### config.mk
export PLATFORM = sky130hd
export DESIGN_NAME = mpn_cfg_regs
export DESIGN_NICKNAME = d
export VERILOG_FILES = /design/src/rtl/mpn_pkg.sv /design/src/rtl/mpn_cfg_regs.sv
export SDC_FILE = /design/constraint.sdc
export NUM_CORES = 1
export LEC_CHECK = 0
export BUFFER_PORTS_ARGS = -buffer_cell sky130_fd_sc_hd__buf_2
export CORE_MARGIN = 1
export CORE_UTILIZATION = 39
export CTS_CLUSTER_DIAMETER = 50
export DETAILED_ROUTE_END_ITERATION = 7
export PLACE_DENSITY = 0.76
export SLEW_MARGIN = 15
export SYNTH_ARGS = -nofsm -noshare
export SYNTH_HDL_FRONTEND = slang
export SYNTH_SLANG_ARGS = --single-unit
### constraint.sdc
create_clock -name clk -period 0.8 [get_ports clk]
set_input_delay 0.04 -clock clk [delete_from_list [all_inputs] [get_ports clk]]
set_output_delay 0.04 -clock clk [all_outputs]
set_load 0.02 [all_outputs]
### src/rtl/mpn_pkg.sv
// Shared types and constants of the MDI-X pair and polarity negotiation block.
package mpn_pkg;

	localparam int unsigned WORD_W = 32;
	localparam int unsigned MOD_W = 7;
	localparam int unsigned PERIOD_W = 8;
	localparam int unsigned CMD_W = 3;
	localparam int unsigned MODE_W = 2;
	localparam int unsigned COUNT_W = 8;
	localparam int unsigned PADDR_W = 3;

	localparam logic [WORD_W-1:0] LCG_MUL = 32'd214017;
	localparam logic [WORD_W-1:0] LCG_ADD = 32'd2531017;
	// floor(x / 100) == (x * RECIP_100) >> RECIP_SHIFT for every 32-bit x.
	localparam logic [WORD_W-1:0] RECIP_100 = 32'h51EB851F;
	localparam int unsigned RECIP_SHIFT = 37;

	localparam logic [PERIOD_W-1:0] PERIOD_BASE = 8'd50;
	localparam logic [COUNT_W-1:0] AUTO_TIMEOUT_POLLS = 8'd100;
	localparam logic [COUNT_W-1:0] HIT_LIMIT = 8'd5;
	localparam logic [COUNT_W-1:0] P_MISS_LIMIT = 8'd4;
	localparam logic [COUNT_W-1:0] MISS_LIMIT = 8'd15;
	localparam logic [COUNT_W-1:0] SWAP_TRIES = 8'd8;

	// Register index is taken from paddr[2]; only the seed register exists.
	localparam logic REG_RAND_SEED = 1'b0;

	typedef enum logic [CMD_W-1:0] {
		CMD_NONE       = 3'd0,
		CMD_SWAP       = 3'd1,
		CMD_SET_P      = 3'd2,
		CMD_SET_N      = 3'd3,
		CMD_SET_AUTO   = 3'd4,
		CMD_WRITE_AUTO = 3'd5,
		CMD_PHY_RESET  = 3'd6
	} cmd_t;

	typedef enum logic [MODE_W-1:0] {
		TRIAL_P    = 2'd0,
		TRIAL_N    = 2'd1,
		TRIAL_AUTO = 2'd2
	} trial_t;

	typedef enum logic [1:0] {
		PAIR_IDLE   = 2'd0,
		PAIR_DETECT = 2'd1,
		PAIR_DONE   = 2'd2
	} pair_step_t;

	typedef struct packed {
		logic              load;
		logic [WORD_W-1:0] seed;
	} seed_load_t;

	typedef struct packed {
		logic             busy;
		logic [MOD_W-1:0] cur_mod;
		logic [MOD_W-1:0] next_mod;
	} rng_status_t;

	typedef struct packed {
		cmd_t                cmd;
		logic [PERIOD_W-1:0] period;
		trial_t              trial;
	} poll_result_t;

endpackage

### src/rtl/mpn_cfg_regs.sv
// APB-style register file holding the random generator seed.
module mpn_cfg_regs (
	input  logic                         clk,
	input  logic                         arst_n,
	input  logic                         psel,
	input  logic                         penable,
	input  logic                         pwrite,
	input  logic [mpn_pkg::PADDR_W-1:0]  paddr,
	input  logic [mpn_pkg::WORD_W-1:0]   pwdata,
	output logic [mpn_pkg::WORD_W-1:0]   prdata,
	output logic                         pready,
	output mpn_pkg::seed_load_t          seed_load
);
	logic                        wr_en;
	logic                        sel_seed;
	logic [mpn_pkg::WORD_W-1:0]  rand_seed_q;

	assign pready   = 1'b1;
	assign sel_seed = (paddr[2] == mpn_pkg::REG_RAND_SEED);
	assign wr_en    = psel && penable && pwrite && pready;

	always_ff @(posedge clk or negedge arst_n) begin
		if (!arst_n) begin
			rand_seed_q <= '0;
		end else if (wr_en && sel_seed) begin
			rand_seed_q <= pwdata;
		end
	end

	assign prdata = sel_seed ? rand_seed_q : '0;

	assign seed_load.load = wr_en && sel_seed;
	assign seed_load.seed = pwdata;
endmodule

Word level (Yosys, flattened, before mapping)
Cells that the tools add are included.
{"block": "totals", "output_inout_bits": 66, "reg_bits": 32, "elab_cells": 6, "input_bits": 40}
{"block": "classes", "reduce_logical": 3, "bitwise": 1, "n_mux": 1}
{"operator": "$mux W32", "n": 1}
{"operator": "$logic_and A1 B1 Y1", "n": 3}
{"operator": "$not A1 Y1", "n": 1}

Longest topological paths before layout
{"block": "depth", "depth_word": 3, "mapped_depth": 3, "mapped_depth_nobuf": 2}

Worst setup path after synthesis
No wires, ideal clock.
{"block": "synth_path", "path_type": "in2reg", "start": "input port paddr[2] in the netlist's numbering", "end": "register rand_seed_q[0] in the netlist's numbering", "path_stages": 3, "n_path_buf": 1, "setup_ps": 125, "setup_slack_ps": -39, "t_arrival_ps": 714, "required_ps": 675, "cell_sequence": "nand4b_4 > buf_6 > mux2_4"}
{"block": "synth_between", "elab_chain_len": 2}
{"element": "start: declaration", "line": "mpn_cfg_regs.sv:8", "rtl": "input logic [mpn_pkg::PADDR_W-1:0] paddr,"}
{"element": "$not A1 Y1", "line": "mpn_cfg_regs.sv:19", "rtl": "assign sel_seed = (paddr[2] == mpn_pkg::REG_RAND_SEED);"}
{"element": "$logic_and A1 B1 Y1", "line": "mpn_cfg_regs.sv:25", "rtl": "end else if (wr_en && sel_seed) begin"}
{"element": "end signal: assignment", "line": "mpn_cfg_regs.sv:26", "rtl": "rand_seed_q <= pwdata;"}
{"element": "end: declaration", "line": "mpn_cfg_regs.sv:16", "rtl": "logic [mpn_pkg::WORD_W-1:0] rand_seed_q;"}
Every way passes these cells.
A chain may end at the register's enable or synchronous reset.

Worst setup path after layout
{"block": "layout_path", "start": "register rand_seed_q[28] in the netlist's numbering", "end": "output port prdata[28] in the netlist's numbering"}
{"block": "layout_between", "elab_chain_len": 1}
{"element": "$mux W32", "line": "mpn_cfg_regs.sv:30", "rtl": "assign prdata = sel_seed ? rand_seed_q : '0;"}
{"element": "end: declaration", "line": "mpn_cfg_regs.sv:10", "rtl": "output logic [mpn_pkg::WORD_W-1:0] prdata,"}
Every way passes these cells.

==> impl_metrics.prom <==
# TYPE chip_impl_metric gauge
chip_impl_metric{name="synth_sequential_area_ratio",unit="%"} 44.63
chip_impl_metric{name="firstDrtPassIters",unit=""} 4
chip_impl_metric{name="wire_length_of_the_first_global_routing_pass",unit="um"} 5927
chip_impl_metric{name="synthAdderAreaFrac",unit="%"} 0
chip_impl_metric{name="synth_async_sr_flop_share",unit="%"} 100.0
chip_impl_metric{name="clock_insertion_delay_worst_skew",unit="ns"} 0.28
chip_impl_info{name="synth_top_cells_by_count",value="buf_4 (33), dfrtp_1 (32), nor2b_1 (32)"} 1
chip_impl_metric{name="mappedNetlistArea",unit="um^2"} 1794
chip_impl_metric{name="final_util",unit="%"} 62.59
chip_impl_info{name="largest-register",value="rand_seed_q"} 1
chip_impl_metric{name="die_area",unit="um^2"} 4876
chip_impl_metric{name="fin_worst_skew",unit="ns"} 0
chip_impl_metric{name="worst_setup_hold_path_clk_slew",unit="ns"} 0.06
chip_impl_info{name="timing.critical_path.slowest_stage_cell",value="dfrtp_1"} 1
chip_impl_metric{name="route.detailed.drc",unit=""} 0
chip_impl_metric{name="dr.first_iter.drc_count",unit=""} 51
chip_impl_metric{name="routed_wire_length_per_instance",unit="um"} 13.19
chip_impl_metric{name="setup-violations-final",unit=""} 51
chip_impl_info{name="netlist_top_cells_area",value="dfrtp_1 (45%), mux2_4 (24%), buf_4 (14%)"} 1
chip_impl_metric{name="accumulated_negative_setup_slack",unit="ns"} -7.597
chip_impl_metric{name="cts-htree-levels",unit=""} 2
chip_impl_metric{name="yosysUniqueCellTypes",unit=""} 10
chip_impl_metric{name="route.final.wire_length",unit="um"} 4036
chip_impl_metric{name="max_slew_violation_total_from_the_final_report",unit=""} 0
chip_impl_metric{name="grt.total_usage",unit="%"} 15.94
chip_impl_info{name="end_kind",value="output port"} 1
chip_impl_info{name="clockRootBuffer",value="clkbuf_8"} 1
chip_impl_metric{name="synth_xor_area_share",unit="%"} 0
chip_impl_metric{name="clock_tree.buffer_depth",unit=""} 2
chip_impl_metric{name="synth.net_count",unit=""} 178
chip_impl_info{name="yosys_most_used_dff",value="dfrtp_1"} 1
chip_impl_metric{name="synth_largest_type_area_fraction",unit="%"} 44.63
chip_impl_metric{name="finalWorstPathRequiredPeriod",unit="ns"} 1.027
chip_impl_metric{name="reg2reg_slack",unit="ns"} -0.18
chip_impl_metric{name="floorplan.initialDensity",unit="%"} 40.92
chip_impl_info{name="crit_path_cell_trace",value="nor2b_1 > buf_4"} 1
chip_impl_metric{name="max_clock_freq",unit="MHz"} 973.9
chip_impl_metric{name="io-pin-count",unit=""} 106
chip_impl_info{name="yosysMostFrequentCell",value="buf_4"} 1
chip_impl_info{name="worstSetupPathType",value="flip-flop to output port"} 1
chip_impl_metric{name="placement.cell_area",unit="um^2"} 2145
chip_impl_metric{name="timing.final.crit_share",unit="%"} 128.3
chip_impl_metric{name="diodes",unit=""} 0
chip_impl_metric{name="critPathMaxStageDelay",unit="ns"} 0.39
chip_impl_metric{name="peakVddDrop",unit="mV"} 0.9791
chip_impl_metric{name="power_density",unit="nW/um^2"} 2064
chip_impl_metric{name="cp_buf_inv_count",unit=""} 1
chip_impl_info{name="worst_min_delay_path_class",value="input pin to flip-flop"} 1
chip_impl_info{name="critical-path-top-delay-family",value="flip-flops"} 1
chip_impl_metric{name="vias_per_cell",unit=""} 4.382
chip_impl_metric{name="routabilityCongestion",unit=""} 0.7303
chip_impl_metric{name="numCtsBuffers",unit=""} 5
chip_impl_info{name="tritoncts",value="done"} 1
chip_impl_metric{name="vias_after_detailed_routing",unit=""} 1341
chip_impl_metric{name="antenna_violating_nets_post_route",unit=""} 0
chip_impl_metric{name="crit_fanout",unit=""} 2
chip_impl_info{name="synth.largest_area_cell",value="dfrtp_1"} 1
chip_impl_metric{name="stdcell_area",unit="um^2"} 2744
chip_impl_metric{name="row_count",unit=""} 24
chip_impl_metric{name="synth_compound_gate_area_share",unit="%"} 0
chip_impl_metric{name="synth_enable_flop_cells",unit=""} 0
chip_impl_metric{name="grt.overflow.total",unit=""} 0
chip_impl_info{name="biggestRegsByFlops",value="rand_seed_q x32"} 1
chip_impl_metric{name="ratio_of_cells_with_drive_above_1_in_the_final_layout",unit="%"} 67.72
chip_impl_metric{name="max_cap_violations",unit=""} 0
chip_impl_metric{name="grt_pass1_vias",unit=""} 1269
chip_impl_metric{name="largest_register_ff_count",unit=""} 32
chip_impl_metric{name="synth_cells",unit=""} 138
chip_impl_metric{name="fillers",unit=""} 358
chip_impl_metric{name="dp_hpwl",unit="um"} 2411
chip_impl_metric{name="fin_hold_ws",unit="ns"} -0.0002362
chip_impl_info{name="synth_top_family_by_area",value="multiplexers"} 1
chip_impl_metric{name="number_of_antenna_violations_at_the_first_check_in_global_routing",unit=""} 0
chip_impl_metric{name="ys_warn_count",unit=""} 0
chip_impl_metric{name="die_w",unit="um"} 69.83
chip_impl_metric{name="die-height",unit="um"} 69.83
chip_impl_metric{name="placeableCoreArea",unit="um^2"} 4384
chip_impl_metric{name="area.growth.synth_to_final",unit="%"} 52.93
chip_impl_metric{name="setup_slack",unit="ns"} -0.2268
chip_impl_metric{name="power_after_layout",unit="W"} 0.005664
chip_impl_metric{name="post_synth_and_or_nand_nor_area_fraction",unit="%"} 12.48
chip_impl_metric{name="critPathArrivalTime",unit="ns"} 0.99
chip_impl_metric{name="finalHoldViolations",unit=""} 1
chip_impl_info{name="failed_checks",value="negative hold slack, negative setup slack"} 1
chip_impl_metric{name="cts.sinks",unit=""} 32
chip_impl_info{name="outcome",value="finished with violations"} 1
chip_impl_metric{name="synthMuxAreaShare",unit="%"} 26.15
chip_impl_metric{name="synth_area_per_cell",unit="um^2"} 13.00
chip_impl_metric{name="finish.net_count",unit=""} 293
chip_impl_info{name="crit_path_start_kind",value="flip-flop"} 1
chip_impl_metric{name="p_leak",unit="nW"} 1.508
chip_impl_metric{name="grt_start_max_net_pins",unit=""} 33
chip_impl_metric{name="worstPathRequired",unit="ns"} 0.76
chip_impl_info{name="rsz0062_at_grt",value="true"} 1
chip_impl_metric{name="postSynthRegisterBits",unit=""} 32
chip_impl_metric{name="placement.io_buffers",unit=""} 102
-- layer usage --
layer,wire (um),up-vias,track usage (%)
li1,-,638,-
met1,1597,643,18.55
met3,202,7,4.506
met5,0,-,0
met4,60,0,6.667
met2,2175,53,27.35
-- final timing paths --
check | startpoint | to | cells after the start
max | rand_seed_q[28] | prdata[28] | 2
min | pwdata[22] | rand_seed_q[22] | 2
max reg2reg | rand_seed_q[3] | rand_seed_q[3] | 3
min reg2reg | rand_seed_q[26] | rand_seed_q[26] | 1
max in group asynchronous | arst_n | rand_seed_q[12] | 3
min in group asynchronous | arst_n | rand_seed_q[27] | 3
-- logic make-up after synthesis --
group                  count (synthesis)
muxes                                 32
other                                  1
and+or+nand+nor                       33
DFF                                   32
buffers and inverters                 40
-- cells in the final DEF, fill, tap and decap left out, drive strengths merged --
cell,netlist,layout
buf,36,125
dfrtp,32,32
mux2,32,32
nor2b,32,32
dlygate4sd3,0,21
clkbuf,3,9
nand4b,1,1
inv,1,1
conb,1,1
-- final cells by class --
| type | instances | area (um^2) | share of cell area (%) |
|---|---|---|---|
| repair buffers | 147 | 1060 | 38.62 |
| clock buffers | 8 | 90.09 | 3.283 |
| inverters | 1 | 6.256 | 0.2280 |
| well taps | 52 | 65.06 | 2.371 |
| flip-flops and latches | 32 | 800.8 | 29.18 |
| multi-input cells | 66 | 721.9 | 26.31 |
-- through the flow --
stage	worst slack (ns)	instances
2_1_floorplan	-0.03909	138
3_3_place_gp	-0.1536	257
3_5_place_dp	-0.1714	257
4_1_cts	-0.2227	295
5_1_grt	-0.2588	306
6_report	-0.2268	306
-- timing repair --
action	4_1_cts	5_1_grt
endpoints found under the hold margin	50	3
hold buffers	19	3
cloned	0	1
buffers inserted	11	14
gates resized for setup	11	34
endpoints found under the setup margin	32	45
-- power breakdown --
part	switching [W]	internal [W]	leakage [nW]
clock	0.000553	0.000700	0.0455
combinational	0.000876	0.00136	1.08
sequential	0.000196	0.00198	0.384
No activity file was read; power rests on OpenSTA's default activity.
