## config.mk

```make
export PLATFORM = sky130hd
export DESIGN_NAME = mpn_negotiate
export DESIGN_NICKNAME = d
export VERILOG_FILES = /design/src/rtl/mpn_pkg.sv /design/src/rtl/mpn_negotiate.sv
export SDC_FILE = /design/constraint.sdc
export NUM_CORES = 1
export LEC_CHECK = 0
export ABC_AREA = 1
export BUFFER_PORTS_ARGS = -buffer_cell sky130_fd_sc_hd__clkbuf_2
export CORE_ASPECT_RATIO = 1.75
export CORE_MARGIN = 4
export CORE_UTILIZATION = 45
export DETAILED_ROUTE_END_ITERATION = 10
export GPL_TIMING_DRIVEN = 1
export PLACE_DENSITY = 0.67
export SYNTH_ARGS = -nofsm -noshare
export SYNTH_HDL_FRONTEND = slang
export SYNTH_SLANG_ARGS = --single-unit
```

## constraint.sdc

```tcl
create_clock -name clk -period 3.8 [get_ports clk]
set_input_delay 0.57 -clock clk [delete_from_list [all_inputs] [get_ports clk]]
set_output_delay 0.57 -clock clk [all_outputs]
set_load 0.005 [all_outputs]
```

## src/rtl/mpn_pkg.sv

```systemverilog
// Shared types and constants of the MDI-X pair and polarity negotiation block.
package mpn_pkg;

	localparam int unsigned WORD_W = 32;
	localparam int unsigned MOD_W = 7;
	localparam int unsigned PERIOD_W = 8;
	localparam int unsigned CMD_W = 3;
	localparam int unsigned MODE_W = 2;
	localparam int unsigned COUNT_W = 8;
	localparam int unsigned PADDR_W = 3;

	localparam logic [WORD_W-1:0] LCG_MUL = 32'd214017;
	localparam logic [WORD_W-1:0] LCG_ADD = 32'd2531017;
	// floor(x / 100) == (x * RECIP_100) >> RECIP_SHIFT for every 32-bit x.
	localparam logic [WORD_W-1:0] RECIP_100 = 32'h51EB851F;
	localparam int unsigned RECIP_SHIFT = 37;

	localparam logic [PERIOD_W-1:0] PERIOD_BASE = 8'd50;
	localparam logic [COUNT_W-1:0] AUTO_TIMEOUT_POLLS = 8'd100;
	localparam logic [COUNT_W-1:0] HIT_LIMIT = 8'd5;
	localparam logic [COUNT_W-1:0] P_MISS_LIMIT = 8'd4;
	localparam logic [COUNT_W-1:0] MISS_LIMIT = 8'd15;
	localparam logic [COUNT_W-1:0] SWAP_TRIES = 8'd8;

	// Register index is taken from paddr[2]; only the seed register exists.
	localparam logic REG_RAND_SEED = 1'b0;

	typedef enum logic [CMD_W-1:0] {
		CMD_NONE       = 3'd0,
		CMD_SWAP       = 3'd1,
		CMD_SET_P      = 3'd2,
		CMD_SET_N      = 3'd3,
		CMD_SET_AUTO   = 3'd4,
		CMD_WRITE_AUTO = 3'd5,
		CMD_PHY_RESET  = 3'd6
	} cmd_t;

	typedef enum logic [MODE_W-1:0] {
		TRIAL_P    = 2'd0,
		TRIAL_N    = 2'd1,
		TRIAL_AUTO = 2'd2
	} trial_t;

	typedef enum logic [1:0] {
		PAIR_IDLE   = 2'd0,
		PAIR_DETECT = 2'd1,
		PAIR_DONE   = 2'd2
	} pair_step_t;

	typedef struct packed {
		logic              load;
		logic [WORD_W-1:0] seed;
	} seed_load_t;

	typedef struct packed {
		logic             busy;
		logic [MOD_W-1:0] cur_mod;
		logic [MOD_W-1:0] next_mod;
	} rng_status_t;

	typedef struct packed {
		cmd_t                cmd;
		logic [PERIOD_W-1:0] period;
		trial_t              trial;
	} poll_result_t;

endpackage

```

## src/rtl/mpn_negotiate.sv

```systemverilog
// Negotiation state and the per-poll decision on command, period and polarity.
module mpn_negotiate (
	input  logic                  clk,
	input  logic                  arst_n,
	input  logic                  en,
	input  logic                  partner_seen,
	input  logic                  autoneg_done,
	input  mpn_pkg::rng_status_t  rng,
	output logic                  rng_advance,
	output mpn_pkg::poll_result_t result
);
	mpn_pkg::pair_step_t          pair_step_q, pair_step_d;
	logic [mpn_pkg::COUNT_W-1:0]  pair_tries_q, pair_tries_d;
	logic                         awaiting_q, awaiting_d;
	mpn_pkg::trial_t              trial_q, trial_d;
	logic [mpn_pkg::COUNT_W-1:0]  miss_q, miss_d;
	logic [mpn_pkg::COUNT_W-1:0]  hit_q, hit_d;

	always_comb begin
		logic [mpn_pkg::COUNT_W-1:0] tries_inc;
		logic                        restart;
		mpn_pkg::cmd_t               cmd;
		logic [mpn_pkg::PERIOD_W-1:0] period;

		pair_step_d  = pair_step_q;
		pair_tries_d = pair_tries_q;
		awaiting_d   = awaiting_q;
		trial_d      = trial_q;
		miss_d       = miss_q;
		hit_d        = hit_q;
		restart      = 1'b0;
		cmd          = mpn_pkg::CMD_NONE;
		tries_inc    = pair_tries_q + 8'd1;

		if (pair_step_q == mpn_pkg::PAIR_DETECT) begin
			period = {1'b0, rng.next_mod} + mpn_pkg::PERIOD_BASE;
		end else begin
			period = mpn_pkg::PERIOD_BASE;
		end

		if (partner_seen) begin
			if (pair_step_q == mpn_pkg::PAIR_IDLE) begin
				// First sight of a partner: try the swap, period from the current word.
				pair_step_d  = mpn_pkg::PAIR_DETECT;
				pair_tries_d = 8'd1;
				period       = {1'b0, rng.cur_mod} + mpn_pkg::PERIOD_BASE;
				cmd          = mpn_pkg::CMD_SWAP;
			end else begin
				if (pair_step_q == mpn_pkg::PAIR_DETECT) begin
					pair_step_d  = mpn_pkg::PAIR_DONE;
					pair_tries_d = '0;
				end
				if (!awaiting_q) begin
					if (trial_q == mpn_pkg::TRIAL_AUTO) begin
						trial_d = mpn_pkg::TRIAL_P;
						cmd     = mpn_pkg::CMD_SET_P;
					end else begin
						awaiting_d = 1'b1;
					end
				end else begin
					hit_d = hit_q + 8'd1;
					if (hit_q == mpn_pkg::HIT_LIMIT && !autoneg_done) begin
						hit_d = '0;
						if (trial_q == mpn_pkg::TRIAL_N) begin
							trial_d = mpn_pkg::TRIAL_P;
							cmd     = mpn_pkg::CMD_SET_P;
						end else begin
							trial_d = mpn_pkg::TRIAL_N;
							cmd     = mpn_pkg::CMD_SET_N;
						end
					end
				end
				miss_d = '0;
			end
		end else begin
			if (pair_step_q == mpn_pkg::PAIR_DETECT) begin
				if (tries_inc == mpn_pkg::SWAP_TRIES) begin
					pair_tries_d = '0;
					pair_step_d  = mpn_pkg::PAIR_IDLE;
					cmd          = mpn_pkg::CMD_WRITE_AUTO;
				end else begin
					pair_tries_d = tries_inc;
					cmd          = mpn_pkg::CMD_SWAP;
				end
			end else begin
				miss_d = miss_q + 8'd1;
				if (awaiting_q) begin
					if (miss_q == mpn_pkg::MISS_LIMIT) begin
						restart = 1'b1;
						cmd     = mpn_pkg::CMD_SET_AUTO;
					end
				end else begin
					case (trial_q)
						mpn_pkg::TRIAL_P: begin
							if (miss_q == mpn_pkg::P_MISS_LIMIT) begin
								miss_d  = '0;
								trial_d = mpn_pkg::TRIAL_N;
								cmd     = mpn_pkg::CMD_SET_N;
							end
						end
						mpn_pkg::TRIAL_N: begin
							if (miss_q == mpn_pkg::MISS_LIMIT) begin
								restart = 1'b1;
								cmd     = mpn_pkg::CMD_SET_AUTO;
							end
						end
						default: begin
							if (miss_q == mpn_pkg::AUTO_TIMEOUT_POLLS) begin
								restart = 1'b1;
								cmd     = mpn_pkg::CMD_PHY_RESET;
							end
						end
					endcase
				end
			end
		end

		if (restart) begin
			miss_d      = '0;
			hit_d       = '0;
			pair_step_d = mpn_pkg::PAIR_IDLE;
			awaiting_d  = 1'b0;
			trial_d     = mpn_pkg::TRIAL_AUTO;
		end

		result.cmd    = cmd;
		result.period = period;
		result.trial  = trial_d;
	end

	// The generator steps once for every poll that starts during pair detection.
	assign rng_advance = en && (pair_step_q == mpn_pkg::PAIR_DETECT);

	always_ff @(posedge clk or negedge arst_n) begin
		if (!arst_n) begin
			pair_step_q  <= mpn_pkg::PAIR_IDLE;
			pair_tries_q <= '0;
			awaiting_q   <= 1'b0;
			trial_q      <= mpn_pkg::TRIAL_AUTO;
			miss_q       <= '0;
			hit_q        <= '0;
		end else if (en) begin
			pair_step_q  <= pair_step_d;
			pair_tries_q <= pair_tries_d;
			awaiting_q   <= awaiting_d;
			trial_q      <= trial_d;
			miss_q       <= miss_d;
			hit_q        <= hit_d;
		end
	end
endmodule
```

# Yosys cells after proc, flatten, opt, wreduce, memory -nomap -nowiden
# Index checks and enable logic that the tools add are counted.
totals:
  register_bits: 29
  latch_bits: 0
  mem_bits_rw: 0
  mem_bits_ro: 0
  in_bits: 20
  output_inout_bits: 14
  elab_cells: 100
  memories: 0
op_classes:
  add_sub_neg: 5
  multipliers: 0
  n_div: 0
  magnitude_cmp: 0
  n_eq_ne: 11
  n_shift: 0
  muxes: 61
  bitwise_logic: 0
  reduce_logical: 17
op_table:
  columns: ["operator", "n"]
  rows:
  - ["two-way mux 8 bit", 20]
  - ["two-way mux 2 bit", 19]
  - ["adder 8 x 1 -> 8 bit, second input constant", 3]
  - ["two-way mux 3 bit", 8]
  - ["adder 7 x 6 -> 8 bit, second input constant", 2]
  - ["equality test 8 x 3 -> 1 bit, second input constant", 2]
  - ["equality test 8 x 4 -> 1 bit, second input constant", 2]
  - ["two-way mux 1 bit", 12]
  - ["AND reduction 3 bit", 3]
  - ["nonzero test 3 bit", 3]
  - ["equality test 8 x 7 -> 1 bit, second input constant", 1]
  - ["AND reduction 4 bit", 2]
  - ["nonzero test 2 bit", 4]
  - ["inequality test 3 x 2 -> 1 bit, second input constant", 2]
  - ["one-hot mux 3 bit (2 select lines)", 1]
  - ["equality test 2 x 1 -> 1 bit, second input constant", 2]
  - ["zero test 2 bit", 2]
  - ["equality test 2 bit, second input constant", 1]
  - ["logical AND 1 bit", 2]
  - ["inequality test 2 x 1 -> 1 bit, second input constant", 1]
  - ["one-hot mux 1 bit (2 select lines)", 1]
  - ["zero test 1 bit", 1]

# Logic depth before layout (Yosys ltp)
logic_depth:
  word_depth: 8
  mapped_depth: 12
  ltp_nobuf: 12

# Least setup slack after synthesis
# Ideal clock, no wire load.
synth_timing:
  kind: "input to output"
  from: "in rng[8] in the netlist's numbering"
  to: "out result[7] in the netlist's numbering"
  t_arrival_ns: 1.424
  required_ns: 3.230
  setup_slack_ns: 1.806
  cell_stages: 6
  n_path_buf: 0
  cell_sequence: "ha_1 -> nand2_1 -> nand2_1 -> or2_2 -> a32o_1 -> inv_1"
synth_lines:
  columns: ["item", "line", "text"]
  rows:
  - ["start: declaration", "mpn_negotiate.sv:8", "input mpn_pkg::rng_status_t rng,"]
  - ["end: declaration", "mpn_negotiate.sv:10", "output mpn_pkg::poll_result_t result"]

==> flow_summary.toml <==
[status]
status = "completed"

[clocking]
root_buffer = "clkbuf_8"
cts_buffer_depth = 2
cts_tree = "yes"
cts-hold-fix-buffers = 0
clk_pin_slew_ns = 0.06
cts_max_level = 2
cts_resized = 0
post_cts_buffers = 0
cts_buffers = 5
clock_latency_ns = 0.28
numClockSinks = 29

[critical_path]
max_stage_delay_ns = 0.39
arrival_ns = 2.18
critPathSlowestCell = "nand3_1"
endpoint_kind = "primary output"
timing.rr.start = "miss_q[0]"
worstSetupPathType = "reg -> out"
path_buf_inv = 2
critPathMaxFanout = 12
crit_path_cell_trace = "inv_1 > ha_1 > nand2_1 > nor2_1 > nand3_1 > nand2_1 > nand3_1 > nand2_1 > clkbuf_2"
worstPathRequired_ns = 3.23
rr_worst_depth = 11
crit_top_cell = "nand2_1"
r2r_end = "pair_step_q[1]"
startpoint_type = "flip-flop"
path_delay_family = "simple AND/OR/NAND/NOR gates"
reg2reg_slack_ns = 1.61

[floorplan]
die-area_sq_um = 6080
core-area_sq_um = 4710
initial_core_util = 0.465
die_w_um = 60.7
placementRows = 33
fp.dieH_um = 100
io_pins = 34

[grt]
grt_start_max_net_pins = 30
met3_usage = 0.0360
grt_pass1_vias = 2042
antenna_found_initial = 0
met1_usage = 0.207
grt_remaining_overflow = 0
grt_pass1_wl_mm = 8.51
gr-usage-all-layers = 0.177
grtUsageMet2 = 0.313
top_usage_layer = "met2"

[pwr]
p_seq_frac = 0.363
combPwrFrac = 0.431
p_int_mw = 0.734
swShare = 0.418
p_per_area_nw_per_um2 = 510
clockPowerShare = 0.205
power_mw = 1.26
vdd_drop_max_v = 0.000288
p_leak_nw = 1.22
p_switching_mw = 0.527

[yosys]
ys_ff_latch = 29
synth_edf_count = 0
yosysSeqAreaShare = 0.332
async_reset_ff_frac = 1.00
synth_xor_area_frac = 0.0240
postSynthCellCount = 308
synth.area.mux_share = 0
synth_most_common_cell = "nand2_1"
synth_top_family_by_area = "simple AND/OR/NAND/NOR gates"
synth-compound-area-share = 0.146
synthTopCellsByArea = "dfrtp_1 (32%), nand2_1 (14%), inv_1 (6.7%)"
synth-adder-area-share = 0.0400
syn-cell-area_sq_um = 2190
synth-simple-area-share = 0.362
yosys-top-cells-count = "nand2_1 (79), inv_1 (39), nor2_1 (39)"
yosysWarnings = 0
yosysTopAreaCell = "dfrtp_1"
ys_types = 40
syn_area_per_cell_sq_um = 7.10
synthFlopType = "dfrtp_1"
synth_top_area_share = 0.320
syn-num-nets = 335

[route]
via_per_inst = 5.21
drt_first_pass_iters = 4
wl_per_cell_um = 12.1
post-route-drc-count = 0
dr_total_vias = 2067
drt_iter0_drc = 47
ant_nets = 0
wirelength_mm = 4.80

[cells_and_area]
fin_area_sq_um = 2470
fin_nets = 372
drive_gt1_frac = 0.197
utilization = 0.526
fillers = 494
area_growth_pct = 13.1
antenna_cells = 0

[sta]
post-route-period-util = 0.724
hold_viol = 0
fin_ws_ns = 1.05
worst_slew_pin_slew_ns = 0.767
period_needed_ns = 2.75
rsz0062_at_grt = "false"
setup_viol = 0
max_freq_mhz = 363
skew_ns = 0.00559
drv_slew = 0
setup_tns_ns = 0
relSlewSlack = 0.489

[place]
gp_congestion = 0.852
io_buffers = 32
hpwl_mm = 3.79
dp_slack_ns = 1.31
place_area_sq_um = 2390

[worst_hold_path]
hp-class = "in -> async"

[job]
maxCapViolCount = 0
registers in the layout, indices dropped and copies added (netlist names):
| name | flops |
|---|---|
| miss_q | 8 |
| hit_q | 8 |
| trial_q | 2 |
| awaiting_q | 1 |
| pair_step_q | 2 |
| pair_tries_q | 8 |
worst register-to-register path, stage by stage, from the launching register on:
cell,delay (ns)
dfrtp_1,0.38
inv_1,0.12
ha_1,0.16
nand2_1,0.04
nor2_1,0.13
nand3_1,0.14
nand2_1,0.19
nand3_1,0.39
nand3_1,0.28
nand3_1,0.13
nand2_1,0.08
nand2_1,0.05
metal layers:
layer	vias to the layer above	routed length, um
met5	-	0
met4	0	55
met3	5	144
met2	27	2650
met1	959	1950
li1	1076	-
power by group through the flow:
stage                     Sequential [mW]  Clock, mW  Combinational, mW
after floorplan                     0.447          0              0.408
after CTS                           0.458      0.268              0.550
after global routing                0.474      0.280              0.627
after detailed placement            0.464          0              0.548
after global placement              0.462          0              0.539
final                               0.458      0.259              0.544
worst max path at each step:
stage | from | end | slack [ns] | cells past startpoint
6_report | miss_q[0] | result[1] | 1.05 | 9
3_3_place_gp | miss_q[0] | result[1] | 1.38 | 9
5_1_grt | miss_q[0] | result[1] | 0.82 | 9
4_1_cts | miss_q[0] | result[1] | 1.01 | 9
2_1_floorplan | rng[8] | result[7] | 1.81 | 6
3_5_place_dp | miss_q[0] | result[1] | 1.31 | 9
cell usage in the layout, fill, tap and decap left out, types with 2 or more instances in the layout:
cell type   n
a21oi_1     5
a22o_1      4
a22oi_1     2
a32o_1      2
clkbuf_2   32
clkbuf_8    6
dfrtp_1    28
ha_1        7
inv_1      39
inv_2       2
inv_4       2
nand2_1    79
nand2_2     4
nand3_1    26
nand4_1     9
nor2_1     39
nor3_1      3
o21ai_0    13
o21ai_1     3
o21ai_2     9
o22ai_1     3
or2_2       5
xnor2_1     2
xor2_1      4
layout make-up:
class,instances,area (sq um),area share
clock buffer,7,86.3,0.0349
timing repair buffer,32,160,0.0647
multi-input combinational,233,1250,0.506
inverter,44,184,0.0744
sequential,29,727,0.294
tap,52,65.1,0.0263
cells by family after synthesis:
kind of cell / count (synthesis)
xor gates and xnor gates: 6
and+or+nand+nor: 174
DFF: 29
buffers and inverters: 46
adders and majority gates: 7
AOI/OAI and AO/OA: 46
stage by stage:
stage | instances | hold slack [ns]
2_1_floorplan | 308 | 0.274
3_3_place_gp | 390 | 0.500
3_5_place_dp | 390 | 0.499
4_1_cts | 397 | 0.382
5_1_grt | 397 | 0.413
6_report | 397 | 0.356
Power figures use the tool's default switching activity.
